### config.mk
export PLATFORM = sky130hd
export DESIGN_NAME = cse_ctrl
export DESIGN_NICKNAME = d
export VERILOG_FILES = /design/src/cse_pkg.sv /design/src/cse_ctrl.sv
export SDC_FILE = /design/constraint.sdc
export NUM_CORES = 1
export LEC_CHECK = 0
export ABC_AREA = 1
export BUFFER_PORTS_ARGS = -buffer_cell sky130_fd_sc_hd__buf_4
export CAP_MARGIN = 0
export CORE_MARGIN = 3
export CORE_UTILIZATION = 59
export DETAILED_ROUTE_END_ITERATION = 10
export HOLD_SLACK_MARGIN = 0.08
export PLACE_DENSITY = 0.84
export SYNTH_ARGS = -nofsm -noshare
export SYNTH_HDL_FRONTEND = slang
export SYNTH_SLANG_ARGS = --single-unit
export TNS_END_PERCENT = 100
### constraint.sdc
create_clock -name clock -period 3 [get_ports clock]
set_input_delay 0.6 -clock clock [delete_from_list [all_inputs] [get_ports clock]]
set_output_delay 0.6 -clock clock [all_outputs]
set_load 0.01 [all_outputs]
### src/cse_pkg.sv
// types and constants shared by the cosine similarity engine
`default_nettype none

package cse_pkg;

   // element and accumulator widths
   localparam int ELEM_WIDTH = 16;
   localparam int DOT_W      = 44;
   localparam int SQ_W       = 43;
   localparam int PROD_W     = 2 * SQ_W;
   localparam int ROOT_W     = SQ_W;
   localparam int SIM_W      = 16;

   // step counter for the finishing sequence
   localparam int CNT_W = 6;
   localparam logic [CNT_W-1:0] MUL_LAST  = CNT_W'(4);
   localparam logic [CNT_W-1:0] SQRT_LAST = CNT_W'(ROOT_W - 1);
   localparam logic [CNT_W-1:0] DIV_LAST  = CNT_W'(18);

   // controller states
   typedef enum logic [5:0] {
      ST_ACC  = 6'b000001,
      ST_CAP  = 6'b000010,
      ST_MUL  = 6'b000100,
      ST_SQRT = 6'b001000,
      ST_DIV  = 6'b010000,
      ST_OUT  = 6'b100000
   } cse_state_type;

   // commands from controller to datapath
   typedef struct packed {
      logic       cfg_wr;
      logic       load_in;
      logic       capture;
      logic       mul_pp;
      logic       mul_add;
      logic [1:0] mul_sel;
      logic       sqrt_step;
      logic       div_init;
      logic       div_step;
      logic       out_load;
   } cse_cmd_type;

   // status from datapath to controller
   typedef struct packed {
      logic zero_norm;
   } cse_sts_type;

endpackage

`default_nettype wire

### src/cse_ctrl.sv
// controller: accumulate, capture, multiply, square root, divide, output; a zero norm skips to output
`default_nettype none

module cse_ctrl (
   input  wire logic                 clock,
   input  wire logic                 reset,
   input  wire logic                 req_valid,
   input  wire logic                 req_last,
   output logic                      req_ready,
   input  wire logic                 rsp_ready,
   output logic                      rsp_valid,
   input  wire logic                 csr_valid,
   input  wire cse_pkg::cse_sts_type sts,
   output cse_pkg::cse_cmd_type      cmd
);

   cse_pkg::cse_state_type         state_ff, state_in;
   logic [cse_pkg::CNT_W-1:0]      cnt_ff, cnt_in;
   logic                           rsp_valid_ff, rsp_valid_in;
   logic                           req_beat;

   assign req_ready = (state_ff == cse_pkg::ST_ACC);
   assign req_beat  = req_valid && req_ready;
   assign rsp_valid = rsp_valid_ff;

   // next state and commands
   always_comb begin
      state_in = state_ff;
      cnt_in   = cnt_ff;
      cmd      = '0;
      cmd.cfg_wr = csr_valid;
      unique case (state_ff)
         cse_pkg::ST_ACC: begin
            cmd.load_in = req_beat;
            if (req_beat && req_last) begin
               state_in = cse_pkg::ST_CAP;
            end
         end
         cse_pkg::ST_CAP: begin
            cmd.capture = 1'b1;
            cnt_in      = '0;
            state_in    = cse_pkg::ST_MUL;
         end
         cse_pkg::ST_MUL: begin
            if (cnt_ff == '0 && sts.zero_norm) begin
               state_in = cse_pkg::ST_OUT;
            end else begin
               cmd.mul_pp  = (cnt_ff != cse_pkg::MUL_LAST);
               cmd.mul_add = (cnt_ff != '0);
               cmd.mul_sel = cnt_ff[1:0];
               if (cnt_ff == cse_pkg::MUL_LAST) begin
                  cnt_in   = '0;
                  state_in = cse_pkg::ST_SQRT;
               end else begin
                  cnt_in = cnt_ff + 1'b1;
               end
            end
         end
         cse_pkg::ST_SQRT: begin
            cmd.sqrt_step = 1'b1;
            if (cnt_ff == cse_pkg::SQRT_LAST) begin
               cnt_in   = '0;
               state_in = cse_pkg::ST_DIV;
            end else begin
               cnt_in = cnt_ff + 1'b1;
            end
         end
         cse_pkg::ST_DIV: begin
            cmd.div_init = (cnt_ff == '0);
            cmd.div_step = (cnt_ff != '0);
            if (cnt_ff == cse_pkg::DIV_LAST) begin
               cnt_in   = '0;
               state_in = cse_pkg::ST_OUT;
            end else begin
               cnt_in = cnt_ff + 1'b1;
            end
         end
         cse_pkg::ST_OUT: begin
            if (!rsp_valid_ff || rsp_ready) begin
               cmd.out_load = 1'b1;
               state_in     = cse_pkg::ST_ACC;
            end
         end
         default: begin
            state_in = cse_pkg::ST_ACC;
         end
      endcase
   end

   // output beat holding register valid
   always_comb begin
      rsp_valid_in = rsp_valid_ff;
      if (cmd.out_load) begin
         rsp_valid_in = 1'b1;
      end else if (rsp_ready) begin
         rsp_valid_in = 1'b0;
      end
   end

   always_ff @(posedge clock) begin
      if (reset) begin
         state_ff     <= cse_pkg::ST_ACC;
         cnt_ff       <= '0;
         rsp_valid_ff <= 1'b0;
      end else begin
         state_ff     <= state_in;
         cnt_ff       <= cnt_in;
         rsp_valid_ff <= rsp_valid_in;
      end
   end

endmodule

`default_nettype wire

==> results.md, run 1 <==
- Gp weighted congestion: 0.901
- Chip height: 48.9 um
- Worst-path clk slew: 90 ps
- Setup Viol. Count Final: 0
- Tightest Pin Transition: 358 ps
- Router iterations before antenna repair: 5
- Sequential area share after synthesis: 24.0%
- Initial Util: 67.3%
- RR Startpoint: cnt_ff[0]$_SDFFE_PP0P_
- Clk pwr share: 26.7%
- WL met3: 182 um
- Nets: 200
- First-pass GRT wire length: 4.21 mm
- Post-CTS Setup Inserts: 0
- P_sw: 0.159 mW
- Syn_nets: 182
- CP Max Fanout: 7
- Post-Syn Instances: 172
- Worst reg-to-reg setup slack: 1470 ps
- R2r endpoint: cnt_ff[5]$_SDFFE_PP0P_
- CP top delay family: simple AND/OR/NAND/NOR gates
- Total leakage power: 0.611 nW
- Top cell type's share of synthesized area: 24.0%
- CTS sink count: 13
- Max Buffers Root-to-Sink: 2
- Hold Startpoint: cnt_ff[1]$_SDFFE_PP0P_
- Hold Crit Class: reg -> reg
- Seq pwr share: 43.3%
- Synthesized area: 0.00108 mm^2
- Area Growth Syn to Fin: 14.2%
- Int Pwr: 0.284 mW
- Final min period: 2250 ps
- Setup TNS: 0 ps
- Most used DFF post-synth: dfxtp_1
- Power density over cell area: 358 mW/mm^2
- Initial antenna violation count: 0
- DR DRC count: 0
- Die area: 0.00239 mm^2
- Initial drt markers: 58
- Mean number of vias per cell: 5.32
- Skew-Pair Late Insertion Delay: 290 ps
- Final Hold Fails: 0
- Largest net degree at the start of global routing: 11
- Tcrit/Tclk final: 74.9%
- M1 wire length: 1.18 mm
- Clk Tree Root Cell: clkbuf_4
- Rows: 14
- CP Class: reg -> out
- CTS tree: built
- Max cap viols: 0
- CP endpoint kind: primary output
- Switch share: 35.9%
- Synth Register Bits: 13
- RSZ-0062 raised after global routing: false
- Tot GR Track Use: 22.1%
- Die X: 48.9 um
- Core box area: 0.00161 mm^2
- Ant diodes: 0
- Gr ovfl total: 0
- Status: finished, final reports clean
- H-tree depth: 1
- Max stage delay on crit path: 400 ps
- Worst setup SP type: flip-flop
- Arrival time of the worst setup path: 1650 ps
- Post-synth EDFFs: 0
- Resized Gates After CTS: 0
- Logic gate share of total power: 30.0%
- IR drop worst, VDD: 0.304 mV
- Crit path buffers/inverters: 3
- CP max-delay cell: dfxtp_1
- Ratio of cells with drive above 1 in the final layout: 27.5%
- Vias in the first global route: 962
- Slew Viols, Final: 0
- Cell taking the most area after synthesis: dfxtp_1
- Port Buffers: 17
- Largest cells by area after synthesis: dfxtp_1, nor2_1, nand3_1
- Routed len/inst: 11.8 um
- Tot Pwr: 0.443 mW
- Total routed wirelength: 2.51 mm
- Crit-path cells: inv_1 > ha_1 > nand2_1 > nor2_1 > nor2_1 > nand2_2 > inv_1 > buf_4
- Top Metal Used: met4
- Worst Path Required: 2400 ps
- Synth top cells by count: nor2_1, nand2_1, inv_1
- CTS Buf Count: 3
- Final Skew: 6.06 ps
- FF-to-FF path depth: 10
- Worst slew margin: 75.9%
- Mean Syn Cell Area: 6.31 um^2
- IO Count: 20
- Final HPWL DP: 2.07 mm
- Min-Delay Endpoint: cnt_ff[1]$_SDFFE_PP0P_
- Detail Route Antenna Nets: 0
- Fillers: 138
- Most frequent cell after synthesis: nor2_1
- Hold Path Stages: 2
- DR vias: 1133
- FFs w/ async S/R, synth: 0%
- Count of cell types in the netlist: 21
- Fmax: 445 MHz
- Hold-fix buffers at CTS: 0
- YS warnings: 0
- Metal2 WL: 1.13 mm
worst min-delay path, stage by stage (launching register included):
cell and delay [ps]:
dfxtp_1 360, nand2_1 80, a21oi_1 50
power groups by stage:
stage	registers, mW	logic (mW)	clock network, mW
final	0.192	0.133	0.118
after global routing	0.193	0.148	0.124
after CTS	0.192	0.134	0.116
after detailed placement	0.196	0.133	0
after global placement	0.195	0.130	0
after floorplan	0.194	0.0979	0
metrics by stage:
step                hold slack (ps)  util (%)  setup slack, ps  instances  cell area, um^2
global route                    572      76.9              598        213             1240
CTS                             540      76.9              767        213             1240
detailed placement              526      75.2             1080        209             1210
global placement                517      75.2             1110        209             1210
finish                          536      76.9              753        213             1240
floorplan                       489         -             1240        172             1080
area by class of cell:
class | instances | area (um^2) | area share [%]
well taps | 24 | 30.0 | 2.42
clock buffers | 4 | 26.3 | 2.12
flip-flops and latches | 13 | 260 | 21.0
inverters | 29 | 109 | 8.79
repair buffers | 17 | 128 | 10.3
multi-input cells | 126 | 686 | 55.4
worst max-delay path by stage:
stage	cells after the start	slack (ps)	end	start
after floorplan	7	1240	cmd[4]	cnt_ff[0]$_SDFFE_PP0P_
after global placement	8	1110	cmd[5]	cnt_ff[0]$_SDFFE_PP0P_
after detailed placement	8	1080	cmd[5]	cnt_ff[0]$_SDFFE_PP0P_
after CTS	8	770	cmd[5]	cnt_ff[0]$_SDFFE_PP0P_
after global routing	8	600	cmd[5]	cnt_ff[1]$_SDFFE_PP0P_
final	8	750	cmd[7]	cnt_ff[0]$_SDFFE_PP0P_
logic make-up after synthesis:
logic type	Yosys count	synth area share, %
simple gates	112	54.7
buf+inv	33	12.8
flops	13	24.0
compound gates	11	5.07
fa+ha+maj	3	3.46
routing by layer:
metal	vias up	global-route usage, %
li1	574	-
met1	503	30.4
met2	54	35.3
met3	2	3.98
met4	0	5.69
met5	-	0
state kept, by name (all words and copies together), names as in the netlist:
register	count
state_ff	6
rsp_valid	1
cnt_ff	6
cells in the final DEF (no fill, tap or decap), drive strengths merged:
cell type  count
dfxtp         13
buf           17
nor2          43
nor3           1
ha             3
clkbuf         4
nand3         26
nand4          5
nand2         36
o21ai          2
inv           29
nor4           1
a21oi          9
(Power assumes the default switching activity.)
==> run 2: changes to the inputs <==
ABC_AREA = 0   (was 1)
CORE_UTILIZATION = 47   (was 59)
PLACE_DENSITY = 0.74   (was 0.84)
clock period = 1.85 ns   (was 3 ns; I/O delays follow)
==> run 2 against run 1 <==
The run now ends with setup timing left. Flip-flop and latch count unchanged. Die area is 3.5% higher. Via count grew 19%. Power is 37% higher. Utilization grew 16 points. Sequential power rose by 53%. Clock power is 58% higher. Combinational power decreased by 3%. Sequential share of layout area is 4.3 points lower. Final cell count shrank 7.0%. Register-to-register slack lost 1900 ps. Area after synthesis is 17% lower.
==> results.md, run 2 <==
- Status: finished, violations left
- Failing checks: setup timing
- CTS sink count: 13
- Final min period: 2280 ps
- Synthesized area: 898 um^2
- Clk Tree Root Cell: clkbuf_4
- Tot GR Track Use: 28.5%
- Nets: 184
- Initial drt markers: 108
- P_sw: 0.179 mW
- Total routed wirelength: 4.84 mm
- RSZ-0062 raised after global routing: true
- Final Hold Fails: 0
- Switch share: 29.4%
- Post-synth EDFFs: 0
- Seq pwr share: 48.1%
- Simple-gate area share of the yosys netlist: 38.9%
- Tcrit/Tclk final: 123%
- Min-Delay Endpoint: cnt_ff[0]$_SDFFE_PP0P_
- Gr ovfl total: 0
- Max cap viols: 0
- CTS Buf Count: 3
- Setup TNS: -6320 ps
- Rows: 15
- R2r endpoint: state_ff[4]$_SDFFE_PP0P_
- YS warnings: 0
- Finished Layout Cells: 198
- CP Max Fanout: 4
- Slew Viols, Final: 0
- Ant diodes: 0
- Logic gate share of total power: 21.1%
- Total leakage power: 0.671 nW
- Synth Area in Adders: 4.18%
- Most frequent cells in the layout: buf_4, buf_6, nand2_1
- Skew-Pair Late Insertion Delay: 280 ps
- Placed Cells: 177
- IO Count: 20
- Initial Util: 50.9%
- Hold Startpoint: reset
- Area Growth Syn to Fin: 83.0%
- Post-synthesis xor/xnor area fraction: 0.975%
- Tightest Pin Transition: 452 ps
- First-pass GRT wire length: 5.24 mm
- Count of cell types in the netlist: 42
- Arrival time of the worst setup path: 1910 ps
- Worst Path Required: 1480 ps
- Largest family of logic cells by synthesized area: simple AND/OR/NAND/NOR gates
- Port Buffers: 17
- Worst reg-to-reg setup slack: -380 ps
- Largest net degree at the start of global routing: 19
- CP Class: reg -> out
- Initial antenna violation count: 0
- CTS tree: built
- IR drop worst, VDD: 0.356 mV
- Die X: 49.7 um
- RR Startpoint: cnt_ff[0]$_SDFFE_PP0P_
- DR vias: 1343
- Largest cells by area after synthesis: dfxtp_1, nor4_1, ha_1
- Post-DP Area: 0.00128 mm^2
- Hold Crit Class: in -> reg
- CP endpoint kind: primary output
- Final HPWL DP: 2.01 mm
- FF-to-FF path depth: 8
- Fmax: 439 MHz
- Hold-fix buffers at CTS: 0
- Mean number of vias per cell: 6.78
- Final Skew: 7.66 ps
- Commonest non-fill, non-tap cell in the layout: buf_4
- Routed len/inst: 24.4 um
- Top cell type's share of synthesized area: 29.0%
- Hold Path Stages: 2
- H-tree depth: 1
- Synth Register Bits: 13
- Chip height: 49.7 um
- Setup Viol. Count Final: 23
- Gp weighted congestion: 0.847
- Worst slew margin: 69.8%
- Worst setup SP type: flip-flop
- Final Cell Area: 0.00164 mm^2
- Setup slack after layout: -425 ps
- Int Pwr: 0.430 mW
- Sequential area share after synthesis: 29.0%
- Ratio of cells with drive above 1 in the final layout: 63.6%
- Cell taking the most area after synthesis: dfxtp_1
- Synth Area in Compound Gates: 19.1%
- Post-synthesis mux area share: 0%
- Dpl ws: -117 ps
- Core box area: 0.00176 mm^2
- Max Buffers Root-to-Sink: 2
- Most frequent cell after synthesis: dfxtp_1
- Detail Route Antenna Nets: 0
- Fillers: 62
- Clk pwr share: 30.8%
- Worst-path clk slew: 90 ps
- CP max-delay cell: or4b_4
- Die area: 0.00247 mm^2
- Synth top cells by count: dfxtp_1, nor2_1, inv_1
- Router iterations before antenna repair: 5
- Syn_nets: 124
- DR DRC count: 0
- Power density over cell area: 370 mW/mm^2
- Crit-path cells: inv_2 > ha_4 > or4b_4 > o211ai_1 > inv_1 > buf_6
- Mean Syn Cell Area: 7.88 um^2
- Post-Syn Instances: 114
- Most used DFF post-synth: dfxtp_1
- FFs w/ async S/R, synth: 0%
- Vias in the first global route: 1096
- Max stage delay on crit path: 510 ps
run 2: cell count changes after synthesis, sizes merged, moves of 6 or more:
cell and change:
nor2 -33, clkbuf +6, nor4 +7, nand2 -29, inv -20, nand3 -22
run 2: worst max-delay path: cells and delay by family, from the launching register on:
family | cells | cell delay [ps]
AO/OA/AOI/OAI | 1 | 290
buffers and inverters | 3 | 350
AND/OR/NAND/NOR | 1 | 510
adder cells (fa/ha/maj) | 1 | 130
flip-flops | 1 | 340
run 2: cells by family after synthesis:
family | after synthesis
compound gates | 21
xor+xnor | 1
fa+ha+maj | 3
buf+inv | 17
flops | 13
simple gates | 59
run 2: worst max path at each step:
stage | slack [ps] | endpoint | depth (start not counted) | startpoint
after floorplan | -40 | cnt_ff[2]$_SDFFE_PP0P_ | 5 | state_ff[5]$_SDFFE_PP0P_
after global placement | -100 | cnt_ff[0]$_SDFFE_PP0P_ | 5 | state_ff[5]$_SDFFE_PP0P_
after detailed placement | -120 | cnt_ff[0]$_SDFFE_PP0P_ | 5 | state_ff[5]$_SDFFE_PP0P_
after CTS | -320 | cmd[5] | 8 | cnt_ff[0]$_SDFFE_PP0P_
after global routing | -430 | cmd[7] | 6 | cnt_ff[0]$_SDFFE_PP0P_
final | -430 | cmd[7] | 6 | cnt_ff[0]$_SDFFE_PP0P_
run 2: layout make-up:
| cell class | count | area (um^2) | share of cell area, % |
|---|---|---|---|
| well taps | 25 | 31.3 | 1.90 |
| clock buffers | 4 | 26.3 | 1.60 |
| repair buffers | 63 | 510 | 31.1 |
| multi-input cells | 84 | 768 | 46.7 |
| flip-flops and latches | 13 | 274 | 16.7 |
| inverters | 9 | 33.8 | 2.05 |
run 2: per-layer routing:
metal	track usage [%]	routed length (um)	part of all wire, %
met1	34.6	1730	36
met2	44.7	2170	45
met3	6.04	620	13
met4	18.9	322	6.7
met5	0	0	0
run 2: timing repair:
action | 4_1_cts | 5_1_grt
setup endpoints to repair | 21 | 23
pin swaps | 8 | 14
setup buffers | 7 | 10
gates resized for setup | 18 | 29
hold endpoints to repair | 0 | 0
run 2: per-stage QoR:
| step | hold WS [ps] | util (%) | power [mW] |
|---|---|---|---|
| after global routing | 435 | 93.2 | 0.622 |
| after CTS | 391 | 81.6 | 0.576 |
| after global placement | 495 | 72.7 | 0.381 |
| final | 430 | 93.2 | 0.609 |
| after detailed placement | 513 | 72.7 | 0.383 |
| after floorplan | 492 | - | 0.347 |
run 2: power by group through the flow:
| stage | clock [mW] | combinational [mW] | sequential, mW |
|---|---|---|---|
| after floorplan | 0 | 0.0548 | 0.292 |
| after global placement | 0 | 0.0857 | 0.295 |
| after detailed placement | 0 | 0.0880 | 0.295 |
| after CTS | 0.189 | 0.0962 | 0.291 |
| after global routing | 0.195 | 0.134 | 0.293 |
| final | 0.187 | 0.129 | 0.293 |
